**src/rtl/mctp_serial_frame_receiver_top_macros.svh**
```systemverilog
// Assertion helpers for the frame receiver; clocked on clk_i, quiet in reset.
`ifndef MCTP_SERIAL_FRAME_RECEIVER_TOP_MACROS_SVH
`define MCTP_SERIAL_FRAME_RECEIVER_TOP_MACROS_SVH

// Check a consequent in the same cycle as its antecedent.
`define MSFR_ASSERT_NOW(label, ante, cons) \
  label: assert property (@(posedge clk_i) disable iff (!rst_ni) (ante) |-> (cons)) \
    else $error("msfr: same-cycle check failed");

// Check a consequent in the cycle after its antecedent.
`define MSFR_ASSERT_NEXT(label, ante, cons) \
  label: assert property (@(posedge clk_i) disable iff (!rst_ni) (ante) |=> (cons)) \
    else $error("msfr: next-cycle check failed");

`endif

```
**src/rtl/msfr_pkg.sv**
```systemverilog
`default_nettype none
package msfr_pkg;

  localparam logic [7:0]  FlagByte      = 8'h7E;
  localparam logic [7:0]  EscByte       = 8'h7D;
  localparam logic [7:0]  EscMask       = 8'h20;
  localparam logic [7:0]  SerialVersion = 8'h01;
  localparam logic [15:0] FcsInit       = 16'hFFFF;
  localparam logic [15:0] FcsPoly       = 16'h8408;
  localparam logic [7:0]  MaxLengthRst  = 8'd74;

  // register indexes on the configuration port
  localparam logic RegMaxLength = 1'b0;

  typedef enum logic [2:0] {
    StIdle    = 3'd0,
    StHeader  = 3'd1,
    StData    = 3'd2,
    StEscape  = 3'd3,
    StTrailer = 3'd4,
    StError   = 3'd5
  } state_e;

  typedef enum logic [1:0] {
    KindData     = 2'd0,
    KindGood     = 2'd1,
    KindBadFcs   = 2'd2,
    KindFrameErr = 2'd3
  } kind_e;

  // Fold one byte into the reflected CRC-16 CCITT.
  function automatic logic [15:0] fcs_update(input logic [15:0] crc, input logic [7:0] b);
    logic [15:0] c;
    c = crc ^ {8'h00, b};
    for (int i = 0; i < 8; i++) begin
      if (c[0]) begin
        c = (c >> 1) ^ FcsPoly;
      end else begin
        c = c >> 1;
      end
    end
    return c;
  endfunction

endpackage
`default_nettype wire

```
**src/rtl/msfr_byte_if.sv**
```systemverilog
`default_nettype none
interface msfr_byte_if;
  logic       valid;
  logic       ready;
  logic [7:0] rx_byte;

  modport source (output valid, output rx_byte, input ready);
  modport sink (input valid, input rx_byte, output ready);
endinterface
`default_nettype wire

```
**src/rtl/msfr_result_if.sv**
```systemverilog
`default_nettype none
interface msfr_result_if;
  logic       valid;
  logic       ready;
  logic [1:0] kind;
  logic [7:0] data;
  logic       last;
  logic [7:0] frame_length;

  modport source (output valid, output kind, output data, output last,
                  output frame_length, input ready);
  modport sink (input valid, input kind, input data, input last,
                input frame_length, output ready);
endinterface
`default_nettype wire

```
**src/rtl/mctp_serial_frame_receiver_top.sv**
```systemverilog
`default_nettype none
// Channel   Dir  Payload                              Handshake
// rx_i      in   rx_byte[7:0]                         valid/ready
// res_o     out  kind[1:0] data[7:0] last frame_length valid/ready
// apb       in   max_length at byte address 0         psel/penable/pwrite, pready
//
// One raw byte is taken per cycle; the byte-wide CRC update and the parser
// step finish in that cycle, and any result lands in the output register.
// A word waits in the output register while the next byte is already taken,
// unless the sink stalls: then rx_i.ready drops until the word leaves.
// Reset (rst_ni low, asynchronous) sets the parser idle, empties the output
// register and loads max_length with 74.
`include "mctp_serial_frame_receiver_top_macros.svh"
module mctp_serial_frame_receiver_top
  import msfr_pkg::*;
(
  input  wire logic        clk_i,
  input  wire logic        rst_ni,
  msfr_byte_if.sink        rx_i,
  msfr_result_if.source    res_o,
  input  wire logic        psel,
  input  wire logic        penable,
  input  wire logic        pwrite,
  input  wire logic [2:0]  paddr,
  input  wire logic [31:0] pwdata,
  output logic [31:0]      prdata,
  output logic             pready
);

  logic        max_len_sel;
  logic [7:0]  max_len_q;
  state_e      state_q, state_d;
  logic [7:0]  pos_q, pos_d;
  logic [7:0]  len_q, len_d;
  logic [15:0] fcs_q, fcs_d;
  logic [15:0] rx_fcs_q, rx_fcs_d;

  logic        out_valid_q;
  kind_e       kind_q, kind_d;
  logic [7:0]  data_q, data_d;
  logic        last_q, last_d;
  logic [7:0]  flen_q;
  logic        emit;

  logic        accept;
  logic [7:0]  c;
  logic [7:0]  byte_w;
  logic [7:0]  pos_inc;
  logic [15:0] crc_in;
  logic [7:0]  crc_byte;
  logic [15:0] crc_out;
  logic        cfg_wr;

  // configuration port
  assign pready = 1'b1;
  assign cfg_wr = psel && penable && pwrite;
  assign max_len_sel = (paddr[2] == RegMaxLength);
  assign prdata = max_len_sel ? {24'h0, max_len_q} : 32'h0;

  always_ff @(posedge clk_i or negedge rst_ni) begin
    if (!rst_ni) begin
      max_len_q <= MaxLengthRst;
    end else if (cfg_wr && max_len_sel) begin
      max_len_q <= pwdata[7:0];
    end
  end

  // take a byte whenever the output register is free or emptying
  assign rx_i.ready = !out_valid_q || res_o.ready;
  assign accept     = rx_i.valid && rx_i.ready;
  assign c          = rx_i.rx_byte;

  // share one CRC update between the version byte and the rest
  assign byte_w   = (state_q == StEscape) ? (c | EscMask) : c;
  assign crc_in   = (state_q == StHeader && pos_q == 8'd1) ? FcsInit : fcs_q;
  assign crc_byte = (state_q == StHeader) ? c : byte_w;
  assign crc_out  = fcs_update(crc_in, crc_byte);
  assign pos_inc  = pos_q + 8'd1;

  // parser step
  always_comb begin
    state_d  = state_q;
    pos_d    = pos_q;
    len_d    = len_q;
    fcs_d    = fcs_q;
    rx_fcs_d = rx_fcs_q;
    emit     = 1'b0;
    kind_d   = KindData;
    data_d   = 8'h00;
    last_d   = 1'b0;
    if (accept) begin
      case (state_q)
        StHeader: begin
          if (pos_q == 8'd1) begin
            if (c == FlagByte) begin
              state_d = StHeader;
            end else if (c != SerialVersion) begin
              state_d = StError;
              pos_d   = 8'd0;
              emit    = 1'b1;
              kind_d  = KindFrameErr;
            end else begin
              fcs_d = crc_out;
              pos_d = 8'd2;
            end
          end else if (c == 8'd0 || c > max_len_q) begin
            state_d = StError;
            pos_d   = 8'd0;
            emit    = 1'b1;
            kind_d  = KindFrameErr;
          end else begin
            len_d   = c;
            fcs_d   = crc_out;
            pos_d   = 8'd0;
            state_d = StData;
          end
        end
        StData, StEscape: begin
          if (state_q == StData && c == EscByte) begin
            state_d = StEscape;
          end else begin
            fcs_d  = crc_out;
            emit   = 1'b1;
            kind_d = KindData;
            data_d = byte_w;
            if (pos_inc >= len_q) begin
              pos_d   = 8'd0;
              state_d = StTrailer;
              last_d  = 1'b1;
            end else begin
              pos_d   = pos_inc;
              state_d = StData;
            end
          end
        end
        StTrailer: begin
          if (pos_q == 8'd0) begin
            rx_fcs_d = {c, 8'h00};
            pos_d    = 8'd1;
          end else if (pos_q == 8'd1) begin
            rx_fcs_d = {rx_fcs_q[15:8], c};
            pos_d    = 8'd2;
          end else if (c != FlagByte) begin
            state_d = StError;
            pos_d   = 8'd0;
            emit    = 1'b1;
            kind_d  = KindFrameErr;
          end else begin
            state_d = StIdle;
            pos_d   = 8'd0;
            emit    = 1'b1;
            kind_d  = (rx_fcs_q == fcs_q) ? KindGood : KindBadFcs;
          end
        end
        StError: begin
          if (c == FlagByte) begin
            state_d  = StHeader;
            pos_d    = 8'd1;
            len_d    = 8'd0;
            fcs_d    = 16'h0000;
            rx_fcs_d = 16'h0000;
          end
        end
        default: begin
          if (c != FlagByte) begin
            len_d   = 8'd0;
            state_d = StError;
            pos_d   = 8'd0;
            emit    = 1'b1;
            kind_d  = KindFrameErr;
          end else begin
            state_d  = StHeader;
            pos_d    = 8'd1;
            len_d    = 8'd0;
            fcs_d    = 16'h0000;
            rx_fcs_d = 16'h0000;
          end
        end
      endcase
    end
  end

  // hold parser state
  always_ff @(posedge clk_i or negedge rst_ni) begin
    if (!rst_ni) begin
      state_q  <= StIdle;
      pos_q    <= 8'd0;
      len_q    <= 8'd0;
      fcs_q    <= 16'h0000;
      rx_fcs_q <= 16'h0000;
    end else begin
      state_q  <= state_d;
      pos_q    <= pos_d;
      len_q    <= len_d;
      fcs_q    <= fcs_d;
      rx_fcs_q <= rx_fcs_d;
    end
  end

  // output register: load on a new word, drop once taken
  always_ff @(posedge clk_i or negedge rst_ni) begin
    if (!rst_ni) begin
      out_valid_q <= 1'b0;
    end else if (emit) begin
      out_valid_q <= 1'b1;
    end else if (res_o.ready) begin
      out_valid_q <= 1'b0;
    end
  end

  always_ff @(posedge clk_i) begin
    if (emit) begin
      kind_q <= kind_d;
      data_q <= data_d;
      last_q <= last_d;
      flen_q <= len_d;
    end
  end

  assign res_o.valid        = out_valid_q;
  assign res_o.kind         = kind_q;
  assign res_o.data         = data_q;
  assign res_o.last         = last_q;
  assign res_o.frame_length = flen_q;

  // checks
  `MSFR_ASSERT_NOW(a_status_clean, out_valid_q && kind_q != KindData, data_q == 8'h00 && !last_q)
  `MSFR_ASSERT_NOW(a_last_to_trailer, out_valid_q && kind_q == KindData && last_q,
                   state_q == StTrailer && pos_q == 8'd0)
  `MSFR_ASSERT_NOW(a_err_state, out_valid_q && kind_q == KindFrameErr, state_q == StError)
  `MSFR_ASSERT_NOW(a_close_idle, out_valid_q && (kind_q == KindGood || kind_q == KindBadFcs),
                   state_q == StIdle)
  `MSFR_ASSERT_NOW(a_stall_blocks, out_valid_q && !res_o.ready, !rx_i.ready)

endmodule
`default_nettype wire
```
**src/flat_wrapper.sv**
```systemverilog
// flat-port wrapper written by rule: the top's interface ports become plain ports
module mctp_serial_frame_receiver_top_flat import msfr_pkg::*;
  (clk_i, rst_ni, psel, penable, pwrite, paddr, pwdata, prdata, pready, rx_i_valid, rx_i_rx_byte, rx_i_ready, res_o_valid, res_o_kind, res_o_data, res_o_last, res_o_frame_length, res_o_ready);
  msfr_byte_if rx_i_i ();
  msfr_result_if res_o_i ();
  input  wire logic clk_i;
  input  wire logic rst_ni;
  input  wire logic psel;
  input  wire logic penable;
  input  wire logic pwrite;
  input  wire logic [2:0] paddr;
  input  wire logic [31:0] pwdata;
  output logic [31:0] prdata;
  output logic pready;
  input wire logic [$bits(rx_i_i.valid)-1:0] rx_i_valid;
  input wire logic [$bits(rx_i_i.rx_byte)-1:0] rx_i_rx_byte;
  output wire logic [$bits(rx_i_i.ready)-1:0] rx_i_ready;
  output wire logic [$bits(res_o_i.valid)-1:0] res_o_valid;
  output wire logic [$bits(res_o_i.kind)-1:0] res_o_kind;
  output wire logic [$bits(res_o_i.data)-1:0] res_o_data;
  output wire logic [$bits(res_o_i.last)-1:0] res_o_last;
  output wire logic [$bits(res_o_i.frame_length)-1:0] res_o_frame_length;
  input wire logic [$bits(res_o_i.ready)-1:0] res_o_ready;
  assign rx_i_i.valid = rx_i_valid;
  assign rx_i_i.rx_byte = rx_i_rx_byte;
  assign rx_i_ready = rx_i_i.ready;
  assign res_o_valid = res_o_i.valid;
  assign res_o_kind = res_o_i.kind;
  assign res_o_data = res_o_i.data;
  assign res_o_last = res_o_i.last;
  assign res_o_frame_length = res_o_i.frame_length;
  assign res_o_i.ready = res_o_ready;
  mctp_serial_frame_receiver_top u_core (.clk_i(clk_i), .rst_ni(rst_ni), .rx_i(rx_i_i), .res_o(res_o_i), .psel(psel), .penable(penable), .pwrite(pwrite), .paddr(paddr), .pwdata(pwdata), .prdata(prdata), .pready(pready));
endmodule
```
**config.mk**
```make
export PLATFORM = sky130hd
export DESIGN_NAME = mctp_serial_frame_receiver_top_flat
export DESIGN_NICKNAME = d
export VERILOG_FILES = /design/src/rtl/msfr_pkg.sv /design/src/rtl/msfr_byte_if.sv /design/src/rtl/msfr_result_if.sv /design/src/rtl/mctp_serial_frame_receiver_top.sv /design/src/flat_wrapper.sv
export VERILOG_INCLUDE_DIRS = /design/src /design/src/rtl
export SDC_FILE = /design/constraint.sdc
export NUM_CORES = 1
export LEC_CHECK = 0
export ABC_AREA = 0
export BUFFER_PORTS_ARGS = -buffer_cell sky130_fd_sc_hd__buf_2
export CAP_MARGIN = 30
export CORE_MARGIN = 2
export CORE_UTILIZATION = 55
export DETAILED_ROUTE_END_ITERATION = 10
export PLACE_DENSITY = 0.78
export SLEW_MARGIN = 20
export SYNTH_ARGS = -nofsm -noshare
export SYNTH_HDL_FRONTEND = slang
export SYNTH_SLANG_ARGS = --single-unit
```
**constraint.sdc**
```tcl
create_clock -name clk_i -period 4.1 [get_ports clk_i]
set_input_delay 0.615 -clock clk_i [delete_from_list [all_inputs] [get_ports clk_i]]
set_output_delay 0.615 -clock clk_i [all_outputs]
set_load 0.01 [all_outputs]
```
==> metrics.txt <==
status=complete, no violations; Layout Skew=0.0154 ns; CTS Buffer Depth=2; initial antenna violation count=0; Slew Viols, Final=0; Rows=35; I/O Buffers=52; routability cong.=0.912; # IOs=104; Post-Route Utilization=61.3%; die height=101 µm; CTS tree=built; Fmax achieved=323 MHz; Critical R2R Capture=u_core.pos_q[5]; core area=9200 µm²; Reg2Reg Setup Slack=1.01 ns; Avg WL per Cell=17.7 µm; maximum vdd ir drop=312 µV; Initial DRC Count=291; register area share after synthesis=40.0%; # diodes=0; Post-route DRC=0; total CTS buffers=9; Syn. warnings=0; # setup viols final=0; first-pass GRT wire length=19.1 mm; multi-input logic area=2730 µm²; number of H-tree levels=3; Setup Fix Bufs, Post-CTS=0; Worst EP required=4.39 ns; Pwr Density=698 nW/µm²; via count of the first global-routing pass=3,772; clock-pin slew of the registers on the worst-case setup and hold paths=0.09 ns; Fin. Hold Viols=0; insertion delay of the later-clocked pin in the worst-skew pair=0.36 ns; GR Overflow Total=0; cts hold-fix bufs=0; vias per cell=5.78; Die Wd=101 µm; RSZ-0062 raised after global routing=no; die area=10,200 µm²; pin count of the biggest net entering global routing=41; Leakage=0.00243 µW; Synth Flop Type=dfrtp_1; post-synth cell types=69; Register Area=2080 µm²; Total Routed Length=11.9 mm; Fillers=768; Tightest Pin Transition=0.709 ns; slew margin rel.=52.7%; Critical Setup Path Class=flip-flop to flip-flop; Gate Count Post-Synth=511; CP Capture Type=flip-flop; Final Net Count=626; root buffer cell=clkbuf_8; layout cells sized above 1=20.7%; PostCTS Resize Cnt=0; CP Launch Type=flip-flop; HP Class=primary input to async pin; ys async rst share=75.9%; RR Startpoint=u_core.pos_q[0]; Post-Syn Area=5190 µm²; post-detailed-placement half-perimeter wirelength=8.50 mm; area delta synth->final=8.63%; EDFF count, synth=19; FF+latch count, synth=79; Synth Area per Inst=10.2 µm²; Initial DRT Pass Iterations=5; GRT Util Overall=24.2%; Tmin final=3.09 ns; total of max-cap violations=0; CP Max Fanout=8; via count=3,880; Initial Utilization=56.4%; DRT antenna net count=0; worst reg-to-reg path cell count=10; Data arrival, critical path=3.38 ns; Final period util=75.4%; Sink Count=79; Fin Setup TNS=0 ns
state kept, by name, summed over array words and instances (netlist names), 2 cells and up:
register,flops
u_core.res_o.frame_length,8
u_core.state_q,3
u_core.max_len_q,8
u_core.fcs_q,16
u_core.res_o.kind,2
u_core.pos_q,8
u_core.rx_fcs_q,16
u_core.res_o.data,8
u_core.len_q,8
kinds of logic after synthesis:
group,count (synthesis),synth area share [%]
buffers and inverters,87,9.13
other,2,0.145
muxes,40,9.01
adders and majority gates,21,5.06
DFF,79,40.0
xor gates and xnor gates,53,9.21
and+or+nand+nor,152,17.0
AOI/OAI and AO/OA,77,10.4
cell usage after synthesis, types with 3 or more instances:
library cell  number  share of area, %
nand2_1           44               3.2
buf_6              3              0.65
o21ai_1            8              0.77
nor2_1            33               2.4
dfstp_2            3               1.5
dfrtp_1           57                27
clkbuf_1           7              0.51
nand3_1            7              0.67
mux2i_1           16               3.1
mux2_4            10               2.9
and4_1             5              0.84
nor2b_1            4              0.48
buf_2             12               1.2
a21oi_1           17               1.6
a22o_1             9               1.5
xor2_1            11               1.9
a31oi_1            5              0.60
and3_1             4              0.48
or3_1              8              0.96
a211oi_1           3              0.43
nor4_1             3              0.36
ha_1              21               5.1
o21ai_0           12               1.2
nand2b_1           3              0.36
mux2_1             6               1.3
and2_1             6              0.72
edfxtp_1          19                11
inv_1             39               2.8
nand4_1            6              0.72
nor3_1             9              0.87
xnor2_1           41               6.9
o31ai_1            3              0.43
buf_4             25               3.6
mux2_2             8               1.7
worst max path at each step:
stage	from	slack, ns	cells past startpoint	end
5_1_grt	u_core.pos_q[0]	0.80	10	u_core.pos_q[5]
3_3_place_gp	rx_i_rx_byte[0]	0.78	9	u_core.res_o.data[1]
3_5_place_dp	rx_i_rx_byte[0]	0.73	9	u_core.res_o.data[3]
6_report	u_core.pos_q[0]	1.01	10	u_core.pos_q[5]
4_1_cts	u_core.pos_q[0]	1.01	10	u_core.pos_q[5]
2_1_floorplan	rx_i_rx_byte[0]	0.11	8	u_core.res_o.data[0]
through the flow:
step	setup slack (ns)	cells	hold WS [ns]	cell area [µm²]	total power (µW)
after global placement	0.779	654	0.490	5390	3190
after global routing	0.797	671	0.149	5640	4210
after CTS	1.01	670	0.447	5620	3930
final	1.01	671	0.137	5640	3940
after detailed placement	0.725	654	0.500	5390	3250
after floorplan	0.108	534	0.319	5280	2840
layer usage:
metal | part of all wire [%] | global-route usage [%]
met2 | 48 | 38.2
met3 | 6.2 | 4.00
met4 | 1.8 | 9.04
met5 | 0 | 0
met1 | 44 | 33.6
placed cells by master (no fill, tap or decap), types with 7 or more instances in the layout:
| master | netlist | layout |
|---|---|---|
| a21oi_1 | 17 | 17 |
| a22o_1 | 9 | 9 |
| buf_2 | 12 | 52 |
| clkbuf_8 | 0 | 9 |
| conb_1 | 2 | 25 |
| dfrtp_1 | 57 | 57 |
| edfxtp_1 | 19 | 19 |
| ha_1 | 21 | 21 |
| inv_1 | 39 | 39 |
| mux2_2 | 8 | 8 |
| mux2_4 | 10 | 10 |
| mux2i_1 | 16 | 16 |
| nand2_1 | 44 | 44 |
| nand3_1 | 7 | 7 |
| nor2_1 | 33 | 33 |
| nor3_1 | 9 | 8 |
| o21ai_0 | 12 | 12 |
| o21ai_1 | 8 | 8 |
| or3_1 | 8 | 8 |
| xnor2_1 | 41 | 41 |
| xor2_1 | 11 | 11 |
worst max-delay path: stages (launching register included):
cell	delay [ns]
dfrtp_1	0.50
ha_1	0.26
nand3_1	0.12
nor2_1	0.16
xor2_1	0.23
ha_1	0.29
and4_1	0.22
a221o_1	0.38
or3_1	0.36
or4_1	0.41
o21ai_1	0.09
power by group:
part | switching, µW | internal, µW
Clock | 316 | 350
Sequential | 263 | 1100
Combinational | 1040 | 872
final cells by class:
class                   instances  share of cell area, %
inverters                      39                   2.60
clock buffers                   9                   2.20
well taps                     111                   2.46
multi-input cells             368                   48.5
flip-flops and latches         79                   36.8
repair buffers                 58                   5.64
clock inverters                 7                   1.84
Power figures use the tool's default switching activity.
